`src/rtl/core/multi_channel_soft_timer_bank_macros.svh`:
```
// assertion macros for the timer bank
`ifndef MULTI_CHANNEL_SOFT_TIMER_BANK_MACROS_SVH
`define MULTI_CHANNEL_SOFT_TIMER_BANK_MACROS_SVH

// same-cycle implication, checked outside reset
`define MCTB_ASSERT_IMP(label, ante, cons, msg) \
  label: assert property (@(posedge clk) disable iff (rst) (ante) |-> (cons)) else $error(msg);

// next-cycle implication, checked outside reset
`define MCTB_ASSERT_NXT(label, ante, cons, msg) \
  label: assert property (@(posedge clk) disable iff (rst) (ante) |=> (cons)) else $error(msg);

`endif

```
`src/rtl/core/mctb_pkg.sv`:
```
// shared types and constants of the timer bank
package mctb_pkg;

  localparam int CHANNEL_COUNT_DEF = 8;
  localparam int MAX_RESULTS       = 8;
  localparam int CNT_W             = $clog2(MAX_RESULTS + 1);

  localparam logic [2:0] OP_TICK  = 3'd0;
  localparam logic [2:0] OP_SET   = 3'd1;
  localparam logic [2:0] OP_START = 3'd2;
  localparam logic [2:0] OP_STOP  = 3'd3;
  localparam logic [2:0] OP_RESET = 3'd4;
  localparam logic [2:0] OP_ALLOC = 3'd5;

  localparam logic [1:0] KIND_ACK     = 2'd0;
  localparam logic [1:0] KIND_HANDLE  = 2'd1;
  localparam logic [1:0] KIND_EXPIRED = 2'd2;
  localparam logic [1:0] KIND_IDLE    = 2'd3;

  // controller to datapath
  typedef struct packed {
    logic cap;         // capture input beat
    logic tick_start;  // bump tick count, rewind scan
    logic alloc;       // hand out a handle
    logic ack;         // simple op: set / stop / no-op, then ack
    logic rd_ch;       // read entry of addressed channel
    logic rmw;         // write back reload for start / reset
    logic scan_rd;     // read entry of scan index
    logic scan_skip;   // step past idle channel
    logic upd_go;      // decrement, write back, maybe report
    logic fin;         // emit final beat
  } cmd_t;

  // datapath to controller
  typedef struct packed {
    logic [2:0] op;
    logic       ch_ok;
    logic       scan_done;
    logic       scan_hit;
    logic       upd_wait;
    logic       out_free;
  } status_t;

endpackage

```
`src/rtl/core/mctb_ctrl.sv`:
```
// sequencing state machine of the timer bank
module mctb_ctrl (
  input  logic              clk,
  input  logic              rst,
  input  logic              in_valid,
  output logic              in_stall,
  input  mctb_pkg::status_t st,
  output mctb_pkg::cmd_t    cmd
);
  import mctb_pkg::*;

  localparam logic [2:0] S_IDLE = 3'd0;
  localparam logic [2:0] S_DISP = 3'd1;
  localparam logic [2:0] S_RMW  = 3'd2;
  localparam logic [2:0] S_SCAN = 3'd3;
  localparam logic [2:0] S_UPD  = 3'd4;
  localparam logic [2:0] S_FIN  = 3'd5;

  logic [2:0] state;
  logic [2:0] state_next;

  always_ff @(posedge clk) begin
    if (rst) begin
      state <= S_IDLE;
    end else begin
      state <= state_next;
    end
  end

  assign in_stall = (state != S_IDLE);

  always_comb begin
    cmd        = '0;
    state_next = state;
    case (state)
      S_IDLE: begin
        if (in_valid) begin
          cmd.cap    = 1'b1;
          state_next = S_DISP;
        end
      end
      S_DISP: begin
        if (st.op == OP_TICK) begin
          cmd.tick_start = 1'b1;
          state_next     = S_SCAN;
        end else if (st.op == OP_ALLOC) begin
          cmd.alloc  = 1'b1;
          state_next = S_FIN;
        end else if (st.ch_ok && (st.op == OP_START || st.op == OP_RESET)) begin
          cmd.rd_ch  = 1'b1;
          state_next = S_RMW;
        end else begin
          cmd.ack    = 1'b1;
          state_next = S_FIN;
        end
      end
      S_RMW: begin
        cmd.rmw    = 1'b1;
        state_next = S_FIN;
      end
      S_SCAN: begin
        if (st.scan_done) begin
          state_next = S_FIN;
        end else if (st.scan_hit) begin
          cmd.scan_rd = 1'b1;
          state_next  = S_UPD;
        end else begin
          cmd.scan_skip = 1'b1;
        end
      end
      S_UPD: begin
        if (!st.upd_wait) begin
          cmd.upd_go = 1'b1;
          state_next = S_SCAN;
        end
      end
      S_FIN: begin
        if (st.out_free) begin
          cmd.fin    = 1'b1;
          state_next = S_IDLE;
        end
      end
      default: begin
        state_next = S_IDLE;
      end
    endcase
  end

endmodule

```
`src/rtl/core/mctb_dp.sv`:
```
// channel store, counters and result register of the timer bank
module mctb_dp #(
  parameter int CHANNEL_COUNT = mctb_pkg::CHANNEL_COUNT_DEF
) (
  input  logic              clk,
  input  logic              rst,
  input  mctb_pkg::cmd_t    cmd,
  output mctb_pkg::status_t st,
  input  logic [2:0]        opcode,
  input  logic [7:0]        channel,
  input  logic [31:0]       load_value,
  input  logic              one_shot,
  output logic              out_valid,
  input  logic              out_stall,
  output logic [1:0]        kind,
  output logic [15:0]       index_or_handle,
  output logic [31:0]       ticks_seen,
  output logic              last
);
  import mctb_pkg::*;

  localparam int IW = $clog2(CHANNEL_COUNT + 1);
  localparam int AW = (CHANNEL_COUNT > 1) ? $clog2(CHANNEL_COUNT) : 1;
  localparam logic [8:0]  CH_LIM  = 9'(CHANNEL_COUNT);
  localparam logic [IW-1:0] IDX_END = IW'(CHANNEL_COUNT);

  // captured item
  logic [2:0]  op_q;
  logic [7:0]  ch_q;
  logic [31:0] val_q;
  logic        once_q;

  logic [31:0] tick_total;
  logic [15:0] alloc_count;
  logic [CHANNEL_COUNT-1:0] en;
  logic [CHANNEL_COUNT-1:0] os;
  logic [CHANNEL_COUNT-1:0] vld;

  // {reload, down count} per channel
  logic [63:0] mem [CHANNEL_COUNT];
  logic [63:0] rd_q;
  logic        rd_ok_q;

  logic [IW-1:0]    idx;
  logic [CNT_W-1:0] cnt;
  logic             pend_valid;
  logic [1:0]       pend_kind;
  logic [15:0]      pend_idx;

  logic [AW-1:0] ch_a;
  logic [AW-1:0] idx_a;
  logic [AW-1:0] rd_addr;
  logic [15:0]   idx16;
  logic [31:0]   cur_down;
  logic [31:0]   cur_rel;
  logic [31:0]   dec;
  logic          hit;
  logic          report;
  logic          out_free;
  logic          load_mid;

  assign ch_a     = ch_q[AW-1:0];
  assign idx_a    = idx[AW-1:0];
  assign idx16    = {{(16 - IW){1'b0}}, idx};
  assign rd_addr  = cmd.scan_rd ? idx_a : ch_a;
  assign cur_down = rd_ok_q ? rd_q[31:0]  : 32'd0;
  assign cur_rel  = rd_ok_q ? rd_q[63:32] : 32'd0;
  assign dec      = cur_down - 32'd1;
  assign hit      = (dec == 32'd0);
  assign report   = hit && (cnt < CNT_W'(MAX_RESULTS));
  assign out_free = !out_valid || !out_stall;
  assign load_mid = cmd.upd_go && report && pend_valid;

  assign st.op        = op_q;
  assign st.ch_ok     = ({1'b0, ch_q} < CH_LIM);
  assign st.scan_done = (idx == IDX_END);
  assign st.scan_hit  = !st.scan_done && (idx16 < alloc_count) && en[idx_a];
  assign st.upd_wait  = report && pend_valid && !out_free;
  assign st.out_free  = out_free;

  // control state
  always_ff @(posedge clk) begin
    if (rst) begin
      tick_total  <= '0;
      alloc_count <= '0;
      en          <= '0;
      os          <= '0;
      vld         <= '0;
      idx         <= '0;
      cnt         <= '0;
      pend_valid  <= 1'b0;
      out_valid   <= 1'b0;
    end else begin
      if (cmd.tick_start) begin
        tick_total <= tick_total + 32'd1;
        idx        <= '0;
        cnt        <= '0;
        pend_valid <= 1'b0;
      end
      if (cmd.alloc) begin
        alloc_count <= alloc_count + 16'd1;
        pend_valid  <= 1'b1;
      end
      if (cmd.ack) begin
        pend_valid <= 1'b1;
        if (st.ch_ok && op_q == OP_SET) begin
          os[ch_a]  <= once_q;
          vld[ch_a] <= 1'b1;
        end
        if (st.ch_ok && op_q == OP_STOP) begin
          en[ch_a] <= 1'b0;
        end
      end
      if (cmd.rmw) begin
        pend_valid <= 1'b1;
        vld[ch_a]  <= 1'b1;
        en[ch_a]   <= (op_q == OP_START);
      end
      if (cmd.scan_skip) begin
        idx <= idx + IW'(1);
      end
      if (cmd.upd_go) begin
        idx        <= idx + IW'(1);
        vld[idx_a] <= 1'b1;
        if (hit && os[idx_a]) begin
          en[idx_a] <= 1'b0;
        end
        if (report) begin
          pend_valid <= 1'b1;
          cnt        <= cnt + CNT_W'(1);
        end
      end
      if (cmd.fin) begin
        pend_valid <= 1'b0;
      end
      if (load_mid || cmd.fin) begin
        out_valid <= 1'b1;
      end else if (!out_stall) begin
        out_valid <= 1'b0;
      end
    end
  end

  // payload registers
  always_ff @(posedge clk) begin
    if (cmd.cap) begin
      op_q   <= opcode;
      ch_q   <= channel;
      val_q  <= load_value;
      once_q <= one_shot;
    end
    if (cmd.alloc) begin
      pend_kind <= KIND_HANDLE;
      pend_idx  <= alloc_count;
    end
    if (cmd.ack || cmd.rmw) begin
      pend_kind <= KIND_ACK;
      pend_idx  <= 16'd0;
    end
    if (cmd.upd_go && report) begin
      pend_kind <= KIND_EXPIRED;
      pend_idx  <= idx16;
    end
    if (load_mid) begin
      kind            <= pend_kind;
      index_or_handle <= pend_idx;
      ticks_seen      <= tick_total;
      last            <= 1'b0;
    end else if (cmd.fin) begin
      kind            <= pend_valid ? pend_kind : KIND_IDLE;
      index_or_handle <= pend_valid ? pend_idx : 16'd0;
      ticks_seen      <= tick_total;
      last            <= 1'b1;
    end
  end

  // channel store, one read and one write port
  always_ff @(posedge clk) begin
    if (cmd.rd_ch || cmd.scan_rd) begin
      rd_q    <= mem[rd_addr];
      rd_ok_q <= vld[rd_addr];
    end
    if (cmd.ack && st.ch_ok && op_q == OP_SET) begin
      mem[ch_a] <= {val_q, val_q};
    end else if (cmd.rmw) begin
      mem[ch_a] <= {cur_rel, cur_rel};
    end else if (cmd.upd_go) begin
      mem[idx_a] <= {cur_rel, (hit ? cur_rel : dec)};
    end
  end

endmodule

```
`src/rtl/core/multi_channel_soft_timer_bank.sv`:
```
// top level of the timer bank: controller plus channel datapath
//
//  channel | handshake            | payload
//  --------+----------------------+--------------------------------------------
//  in      | in_valid / in_stall  | opcode, channel, load_value, one_shot
//  out     | out_valid/ out_stall | kind, index_or_handle, ticks_seen, last
//
// a tick walks the channel store entry by entry through its single read
// port, skipping idle channels and updating active ones; an update may wait
// while out is stalled; start/reset of an in-range channel add a reload step
// reset (rst, synchronous) clears all channels, counts and handshake state
// at once; store entries carry valid bits and read as zero until written
// in_stall is high from the accepted beat until its last result is loaded
// into the output register; each expiry is held one step so last is known

`include "multi_channel_soft_timer_bank_macros.svh"

module multi_channel_soft_timer_bank #(
  parameter int CHANNEL_COUNT = mctb_pkg::CHANNEL_COUNT_DEF
) (
  input  logic        clk,
  input  logic        rst,
  input  logic        in_valid,
  output logic        in_stall,
  input  logic [2:0]  opcode,
  input  logic [7:0]  channel,
  input  logic [31:0] load_value,
  input  logic        one_shot,
  output logic        out_valid,
  input  logic        out_stall,
  output logic [1:0]  kind,
  output logic [15:0] index_or_handle,
  output logic [31:0] ticks_seen,
  output logic        last
);
  import mctb_pkg::*;

  cmd_t    cmd;
  status_t st;

  // result beats that never come in trains, and those that carry index zero
  logic one_beat_out;
  logic zero_idx_out;

  assign one_beat_out = out_valid &&
                        (kind == KIND_ACK || kind == KIND_HANDLE || kind == KIND_IDLE);
  assign zero_idx_out = out_valid && (kind == KIND_ACK || kind == KIND_IDLE);

  // sequencer: dispatch, channel scan, result hand-off
  mctb_ctrl u_ctrl (
    .clk      (clk),
    .rst      (rst),
    .in_valid (in_valid),
    .in_stall (in_stall),
    .st       (st),
    .cmd      (cmd)
  );

  // channel store, tick and handle counters, output register
  mctb_dp #(
    .CHANNEL_COUNT (CHANNEL_COUNT)
  ) u_dp (
    .clk             (clk),
    .rst             (rst),
    .cmd             (cmd),
    .st              (st),
    .opcode          (opcode),
    .channel         (channel),
    .load_value      (load_value),
    .one_shot        (one_shot),
    .out_valid       (out_valid),
    .out_stall       (out_stall),
    .kind            (kind),
    .index_or_handle (index_or_handle),
    .ticks_seen      (ticks_seen),
    .last            (last)
  );

  // one item at a time: an accepted beat closes the input
  `MCTB_ASSERT_NXT(a_busy_after_accept, in_valid && !in_stall, in_stall, "input open after accept")
  // acks, handles and idle ticks are single-beat results
  `MCTB_ASSERT_IMP(a_single_last, one_beat_out, last, "single result without last")
  // acks and idle ticks carry index zero
  `MCTB_ASSERT_IMP(a_ack_zero_idx, zero_idx_out, index_or_handle == 16'd0, "nonzero index on ack")

endmodule
```
`config.mk`:
```
export PLATFORM = sky130hd
export DESIGN_NAME = multi_channel_soft_timer_bank
export DESIGN_NICKNAME = d
export VERILOG_FILES = /design/src/rtl/core/mctb_pkg.sv /design/src/rtl/core/mctb_ctrl.sv /design/src/rtl/core/mctb_dp.sv /design/src/rtl/core/multi_channel_soft_timer_bank.sv
export VERILOG_INCLUDE_DIRS = /design/src /design/src/rtl/core
export SDC_FILE = /design/constraint.sdc
export NUM_CORES = 1
export LEC_CHECK = 0
export BUFFER_PORTS_ARGS = -buffer_cell sky130_fd_sc_hd__buf_2
export CAP_MARGIN = 20
export CELL_PAD_IN_SITES_DETAIL_PLACEMENT = 1
export CELL_PAD_IN_SITES_GLOBAL_PLACEMENT = 2
export CORE_MARGIN = 3
export CORE_UTILIZATION = 35
export CTS_CLUSTER_SIZE = 16
export DETAILED_ROUTE_END_ITERATION = 8
export GPL_ROUTABILITY_DRIVEN = 0
export GPL_TIMING_DRIVEN = 1
export HOLD_SLACK_MARGIN = 0.08
export PLACE_DENSITY_LB_ADDON = 0.12
export REMOVE_ABC_BUFFERS = 1
export SLEW_MARGIN = 20
export SYNTH_ARGS = -nofsm -noshare
export SYNTH_HDL_FRONTEND = slang
export SYNTH_SLANG_ARGS = --single-unit
```
`constraint.sdc`:
```
create_clock -name clk -period 25.3 [get_ports clk]
set_input_delay 3.795 -clock clk [delete_from_list [all_inputs] [get_ports clk]]
set_output_delay 3.795 -clock clk [all_outputs]
set_load 0.01 [all_outputs]
```
* Word level (Yosys, flattened, before mapping)
Memories as Yosys holds them, arrays and structs flattened. A register that Yosys moved wholly into a read port is not among the register bits.
Cells that the tools add are included.
** Word-level totals
- RAM bits :: 512
- Register bits after elaboration :: 199
- Input bits :: 48
- Word-level logic and storage cells :: 194
- Memories kept :: 1
- Output and inout port bits :: 53
** Memory list
- u_dp.mem :: depth 8, bits a word 64, read ports 1, clocked after Yosys merged registers in 1, wr ports 1, line mctb_dp.sv:40 : logic [63:0] mem [CHANNEL_COUNT];
** Operators by class
- Magnitude comparators :: 8
- Equal/unequal tests :: 16
- $add $sub $neg :: 5
- Multiplexer cells :: 96
- Bitwise operators :: 8
- Reductions and logical operators :: 37
** Operator list (number)
- 2-to-1 mux 32 bit :: 5
- 2-to-1 mux 64 bit :: 2
- 2-to-1 mux 8 bit :: 13
- OR reduction 64 bit :: 1
- 2-to-1 mux 16 bit :: 3
- 2-to-1 mux 4 bit :: 10
- 2-to-1 mux 1 bit :: 36
- 2-to-1 mux 3 bit :: 11
- adder 32 x 1 -> 32 bit (second input constant) :: 1
- logical NOT 32 bit :: 1
- subtractor 32 x 1 -> 32 bit (second input constant) :: 1
- OR 8 bit :: 3
- one-hot mux 3 bit (6 select lines) :: 1
- adder 16 x 1 -> 16 bit (second input constant) :: 1
- bitwise AND 8 bit :: 2
- bitwise mux 8 bit :: 2
- < comparator 4 x 16 -> 1 bit :: 1
- 2-to-1 mux 2 bit :: 8
- inverter 8 bit :: 2
- logical AND 1 bit :: 15
- equality test 3 x 2 -> 1 bit (second input constant) :: 4
- equality test 3 bit (second input constant) :: 4
- < comparator 3 x 4 -> 1 bit (second input constant) :: 3
- binary-select mux 1 bit (select 3 bit) :: 3
- 19 further kinds :: 37

* Logic depth before layout (Yosys ltp)
- Depth after elaboration :: 15
- Mapped depth :: 17
- Depth with buffers taken out :: 10

* Modules after synthesis
A second synthesis with hierarchy kept.
** Unflattened totals
- Cell total of the unflattened synthesis :: 1966
- Area total of the unflattened synthesis :: 31706.7 um2
** By module, submodules not included
- mctb_dp :: sequential area each 22211.3 um2, cells each 1916, times used 1, area each 31341.3 um2
- mctb_ctrl :: sequential area each 60.1 um2, cells each 50, times used 1, area each 365.4 um2

* Least setup slack after synthesis
OpenSTA, ideal clock, no wires.
- Kind :: input to register
- Start :: input port out_stall
- End :: memory u_dp.mem[1][0], enable pin
- Slack :: 13616 ps
- Stages :: 5
- Required time :: 24635 ps
- Library setup time :: 665 ps
- Arrival :: 11019 ps
- Buffers on the path :: 1
- Cell sequence :: nand3_1 > nor2_1 > and4_1 > buf_2 > o41ai_1
** Between the ends
- Word-level cells in the longest chain between the ends :: 12
- Elaborated cells on any way between the ends :: 13
- Those cells by class :: mux: 8; reduce/logical: 5
** RTL lines
- start: declaration :: line multi_channel_soft_timer_bank.sv:30 : input logic out_stall,
- logical NOT 1 bit (*) :: line mctb_dp.sv:71 : assign out_free = !out_valid || !out_stall;
- logical OR 1 bit (*) :: line mctb_dp.sv:71
- logical NOT 1 bit (*) :: line mctb_dp.sv:78 : assign st.upd_wait = report && pend_valid && !out_free;
- logical AND 1 bit (*) :: line mctb_dp.sv:78
- 2-to-1 mux 1 bit (*) :: line mctb_ctrl.sv:72 : if (!st.upd_wait) begin
- 2-to-1 mux 1 bit (*) :: line mctb_ctrl.sv:35 : case (state)
- 2-to-1 mux 1 bit (*) :: line mctb_dp.sv:187 : end else if (cmd.upd_go) begin
- 2-to-1 mux 1 bit (*) :: line mctb_dp.sv:185 : end else if (cmd.rmw) begin
- 2-to-1 mux 1 bit (*) :: line mctb_dp.sv:183 : if (cmd.ack && st.ch_ok && op_q == OP_SET) begin
- 2-to-1 mux 1 bit (*) :: line mctb_dp.sv:188 : mem[idx_a] <= {cur_rel, (hit ? cur_rel : dec)};
- OR reduction 64 bit (no source line)
- 2-to-1 mux 3 bit (no source line) or 2-to-1 mux 1 bit (tied branches)
- end: declaration :: line mctb_dp.sv:40
Mark *: on every way between the ends. The rest lies on a longest branch, timed or not.

* Final worst setup path
- Start :: input port out_stall
- End :: memory u_dp.mem[5][32], data pin
** Between the ends
- Word-level cells in the longest chain between the ends :: 12
** RTL lines (line)
- logical NOT 1 bit :: mctb_dp.sv:71
- logical OR 1 bit :: mctb_dp.sv:71
- logical NOT 1 bit :: mctb_dp.sv:78
- logical AND 1 bit :: mctb_dp.sv:78
- 2-to-1 mux 1 bit :: mctb_ctrl.sv:72
- 2-to-1 mux 1 bit :: mctb_ctrl.sv:35
- 2-to-1 mux 1 bit :: mctb_dp.sv:187
- 2-to-1 mux 1 bit :: mctb_dp.sv:185
- 2-to-1 mux 1 bit :: mctb_dp.sv:183
- 2-to-1 mux 1 bit :: mctb_dp.sv:188
- OR reduction 64 bit (no source line)
- 2-to-1 mux 64 bit (no source line)
No other way between the ends.

==> run_summary.xml <==
<?xml version="1.0" encoding="UTF-8"?>
<metrics>
  <group name="synth">
    <metric name="yosys.area_share.adder" unit="%">0.3850</metric>
    <metric name="seq_area_frac_synth" unit="%">68.53</metric>
    <metric name="synth.yosys.warnings" unit="">0</metric>
    <metric name="async_flop_share" unit="%">0</metric>
    <metric name="compound_gate_portion_of_the_synthesized_area" unit="%">10.89</metric>
    <metric name="synthesis.instances" unit="">2385</metric>
    <metric name="post_synth_mux_area_share" unit="%">4.324</metric>
    <metric name="postSynthRegisterBits" unit="">775</metric>
    <metric name="main_combinational_cell_family_by_area_after_synthesis" unit="">simple AND/OR/NAND/NOR gates</metric>
    <metric name="dominantRegCellSynth" unit="">edfxtp_1</metric>
    <metric name="synth_enable_flop_cells" unit="">675</metric>
    <metric name="post_synth_design_cell_area" unit="um^2">32500</metric>
    <metric name="netlist-cell-type-count" unit="">75</metric>
    <metric name="xor_xnor_share_of_the_synthesized_area" unit="%">1.321</metric>
    <metric name="post_syn_area_per_cell" unit="um^2">13.63</metric>
    <metric name="synth_simple_gate_area_share" unit="%">12.04</metric>
  </group>
  <group name="layout">
    <metric name="antennaDiodeCount" unit="">0</metric>
    <metric name="synthToLayoutAreaGrowth" unit="%">14.53</metric>
    <metric name="postLayoutCellArea" unit="um^2">37220</metric>
    <metric name="post_layout_nonfiller_instances" unit="">3753</metric>
    <metric name="drive_above_1_share" unit="%">13.19</metric>
    <metric name="finish.net_count" unit="">2503</metric>
  </group>
  <group name="floorplan">
    <metric name="pin_count" unit="">101</metric>
    <metric name="initial_utilization" unit="%">35.40</metric>
    <metric name="fp.dieArea" unit="um^2">96550</metric>
    <metric name="floorplan.die.height" unit="um">310.7</metric>
    <metric name="floorplan.core_area" unit="um^2">91800</metric>
    <metric name="fp-row-count" unit="">111</metric>
    <metric name="die_x" unit="um">310.7</metric>
  </group>
  <group name="timing">
    <metric name="max-slew-margin-rel" unit="%">24.30</metric>
    <metric name="slew_violations" unit="">0</metric>
    <metric name="worst_clock_skew" unit="ps">22.87</metric>
    <metric name="final-hold-violation-count" unit="">0</metric>
    <metric name="min_period" unit="ps">6490</metric>
    <metric name="period_share" unit="%">25.65</metric>
    <metric name="timing.setup.tns" unit="ps">0</metric>
    <metric name="finalSetupViolCount" unit="">0</metric>
    <metric name="rsz0062_at_grt" unit="">false</metric>
    <metric name="tightestPinTransition" unit="ps">1135</metric>
    <metric name="clock.fmax" unit="MHz">154.1</metric>
  </group>
  <group name="clock_network">
    <metric name="numClockSinks" unit="">775</metric>
    <metric name="postCtsHoldBufs" unit="">0</metric>
    <metric name="tritoncts" unit="">yes</metric>
    <metric name="cts.reportedPaths.clkPinSlew" unit="ps">60</metric>
    <metric name="cts_post_setup_buffers_inserted" unit="">0</metric>
    <metric name="cts-root-buf" unit="">clkbuf_16</metric>
    <metric name="skew_pair_late_insertion_delay" unit="ps">660</metric>
    <metric name="max-clock-path-buffers" unit="">3</metric>
    <metric name="post_cts.resized_instances" unit="">0</metric>
    <metric name="cts_inserted_buffers" unit="">87</metric>
    <metric name="h-tree-depth" unit="">3</metric>
  </group>
  <group name="status">
    <metric name="status" unit="">finished, final reports clean</metric>
  </group>
  <group name="setup_path">
    <metric name="regToRegSetupSlack" unit="ps">19100</metric>
    <metric name="crit-reg2reg-capture" unit="">u_dp.mem[5][32]</metric>
    <metric name="worstSetupStartpointType" unit="">input port</metric>
    <metric name="worstReg2RegStart" unit="">u_dp.rd_ok_q</metric>
    <metric name="r2r_cells" unit="">13</metric>
    <metric name="endpoint_kind" unit="">register</metric>
    <metric name="worstPathMaxFanout" unit="">33</metric>
    <metric name="crit_required" unit="ps">25650</metric>
    <metric name="timing.setup.critical_path_class" unit="">in -&gt; reg</metric>
    <metric name="crit_arrival" unit="ps">6840</metric>
  </group>
  <group name="placement">
    <metric name="placed_cell_areas" unit="um^2">34420</metric>
    <metric name="dp.cells" unit="">3599</metric>
    <metric name="detailed_place_hpwl" unit="mm">57.12</metric>
    <metric name="place.port_buffers" unit="">100</metric>
  </group>
  <group name="global_routing">
    <metric name="grt_max_degree" unit="">89</metric>
    <metric name="wire_length_of_the_first_global_routing_pass" unit="mm">145.2</metric>
    <metric name="grt_overflow_total" unit="">0</metric>
    <metric name="initial_antenna_violation_count" unit="">0</metric>
    <metric name="grt_use_total" unit="%">19.96</metric>
    <metric name="number_of_global_route_vias_before_repair" unit="">21670</metric>
  </group>
  <group name="power_and_ir_drop">
    <metric name="power.net_switching" unit="mW">1.042</metric>
    <metric name="share_of_total_power_in_the_clock_network" unit="%">34.5</metric>
    <metric name="combPwrFrac" unit="%">18.5</metric>
    <metric name="power.density" unit="nW/um^2">97.19</metric>
    <metric name="irDropWorstVdd" unit="mV">0.08695</metric>
    <metric name="net_sw_share" unit="%">28.79</metric>
    <metric name="power_leakage" unit="nW">12.46</metric>
    <metric name="power_report.internal_total" unit="mW">2.576</metric>
    <metric name="pwr-share-seq" unit="%">47.0</metric>
  </group>
  <group name="route">
    <metric name="via_count" unit="">20820</metric>
    <metric name="finalWirelength" unit="mm">98.18</metric>
    <metric name="drt_pre_antenna_iters" unit="">5</metric>
    <metric name="final_antenna_net_count" unit="">0</metric>
    <metric name="drt-vias-per-instance" unit="">5.547</metric>
    <metric name="routedWlPerCell" unit="um">26.16</metric>
    <metric name="drc" unit="">0</metric>
    <metric name="drtIter0Drc" unit="">1255</metric>
  </group>
  <group name="min_path">
    <metric name="startpoint_of_the_tightest_hold_check_path" unit="">u_dp.pend_idx[14]</metric>
    <metric name="holdCritPathClass" unit="">reg -&gt; reg</metric>
    <metric name="whs_endpoint" unit="">u_dp.pend_idx[14]</metric>
    <metric name="worst_hold_path.num_cells" unit="">2</metric>
  </group>
  <group name="run">
    <metric name="max_cap_viol_count" unit="">0</metric>
  </group>
</metrics>
layout make-up:
cell class | instances | area [um^2]
clock buffers | 114 | 2352
clock inverters | 40 | 441.7
fillers | 9353 | 54580
inverters | 27 | 101.3
multi-input cells | 1404 | 9620
flip-flops and latches | 775 | 22270
well taps | 1243 | 1555
repair buffers | 150 | 879.6
layout by cell type (no fill, tap or decap), drive strengths merged, types with 10 or more instances in the layout:
cell type | synthesis | layout
a2111oi | 65 | 65
a211oi | 211 | 211
a21oi | 60 | 60
a31oi | 19 | 19
and2 | 39 | 39
and3 | 206 | 206
buf | 30 | 150
clkbuf | 149 | 114
clkinv | 1 | 26
dfxtp | 100 | 100
edfxtp | 675 | 675
ha | 10 | 10
inv | 26 | 29
mux2 | 27 | 27
mux2i | 110 | 110
nand2 | 150 | 150
nand2b | 14 | 14
nand3 | 46 | 46
nand4 | 29 | 29
nor2 | 103 | 103
nor3 | 29 | 29
nor4 | 24 | 24
o211ai | 12 | 12
o21ai | 48 | 48
o31ai | 11 | 11
or3 | 25 | 25
or4 | 12 | 12
xnor2 | 19 | 19
xor2 | 30 | 30
metal layers:
layer,vias to the layer above,GRT usage [%],wire (um)
met4,0,6.644,2997
met1,10770,26.59,44510
li1,9497,-,-
met5,-,0,0
met2,406,33.39,47110
met3,149,3.070,3557
stage by stage:
| stage | hold slack (ps) | setup slack (ps) | power, mW | utilization, % |
|---|---|---|---|---|
| after floorplan | 421.4 | 10980 | 2.124 | - |
| after global placement | 441.5 | 18140 | 2.387 | 37.49 |
| after detailed placement | 443.1 | 18160 | 2.411 | 37.50 |
| after CTS | 451.9 | 18860 | 3.672 | 40.54 |
| after global routing | 470.8 | 18660 | 3.786 | 40.55 |
| final | 448.7 | 18810 | 3.618 | 40.55 |
power by group through the flow:
stage,sequential [mW],combinational (mW),clock (mW)
after detailed placement,1.73,0.684,0
final,1.70,0.671,1.25
after floorplan,1.72,0.400,0
after global placement,1.72,0.663,0
after CTS,1.70,0.686,1.29
after global routing,1.71,0.741,1.34
cell families (layout without fill, tap and decap cells):
group           count (synthesis)  count (layout)
xor+xnor                       49              49
compound gates                490             490
flops                         775             775
buf+inv                       206             331
simple gates                  718             718
mux                           137             137
fa+ha+maj                      10              10
registers in the layout, summed over array words and instances, names as in the netlist, 2 cells and up:
| name | count |
|---|---|
| u_dp.index_or_handle | 16 |
| u_dp.kind | 2 |
| u_dp.os | 8 |
| u_dp.rd_q | 64 |
| u_dp.val_q | 32 |
| u_dp.ch_q | 8 |
| u_dp.pend_idx | 16 |
| u_dp.en | 8 |
| u_dp.ticks_seen | 32 |
| u_dp.op_q | 3 |
| u_dp.vld | 8 |
| u_dp.mem | 512 |
| u_ctrl.state | 3 |
| u_dp.tick_total | 32 |
| u_dp.alloc_count | 16 |
| u_dp.idx | 4 |
| u_dp.cnt | 4 |
| u_dp.pend_kind | 2 |
worst max-delay path by stage:
| stage | from | endpoint | slack (ps) | cells after the start |
|---|---|---|---|---|
| final | out_stall | u_dp.mem[5][32] | 18810 | 7 |
| after detailed placement | out_stall | u_dp.mem[2][31] | 18160 | 9 |
| after CTS | out_stall | u_dp.mem[2][32] | 18860 | 9 |
| after global placement | out_stall | u_dp.mem[2][63] | 18140 | 9 |
| after floorplan | u_dp.idx[2] | u_dp.rd_ok_q | 10980 | 8 |
| after global routing | out_stall | u_dp.mem[0][32] | 18660 | 7 |
synthesized netlist by cell type, drive strengths merged, types with 30 or more instances:
cell type	n	area (um^2)
edfxtp	675	20270
a211oi	211	1584
and3	206	1289
nand2	150	570.6
clkbuf	149	559.3
mux2i	110	1101
nor2	103	389.1
dfxtp	100	2002
a2111oi	65	569.3
a21oi	60	311.5
o21ai	48	240.2
nand3	46	235.2
and2	39	244.0
buf	30	157.6
xor2	30	262.8
critical path, cell delays in order:
cell and delay, ps:
buf_2 120, nand3_1 130, nor2_1 610, nand4_4 380, a21oi_4 450, buf_4 630, mux2i_1 650
Power figures use the tool's default switching activity.
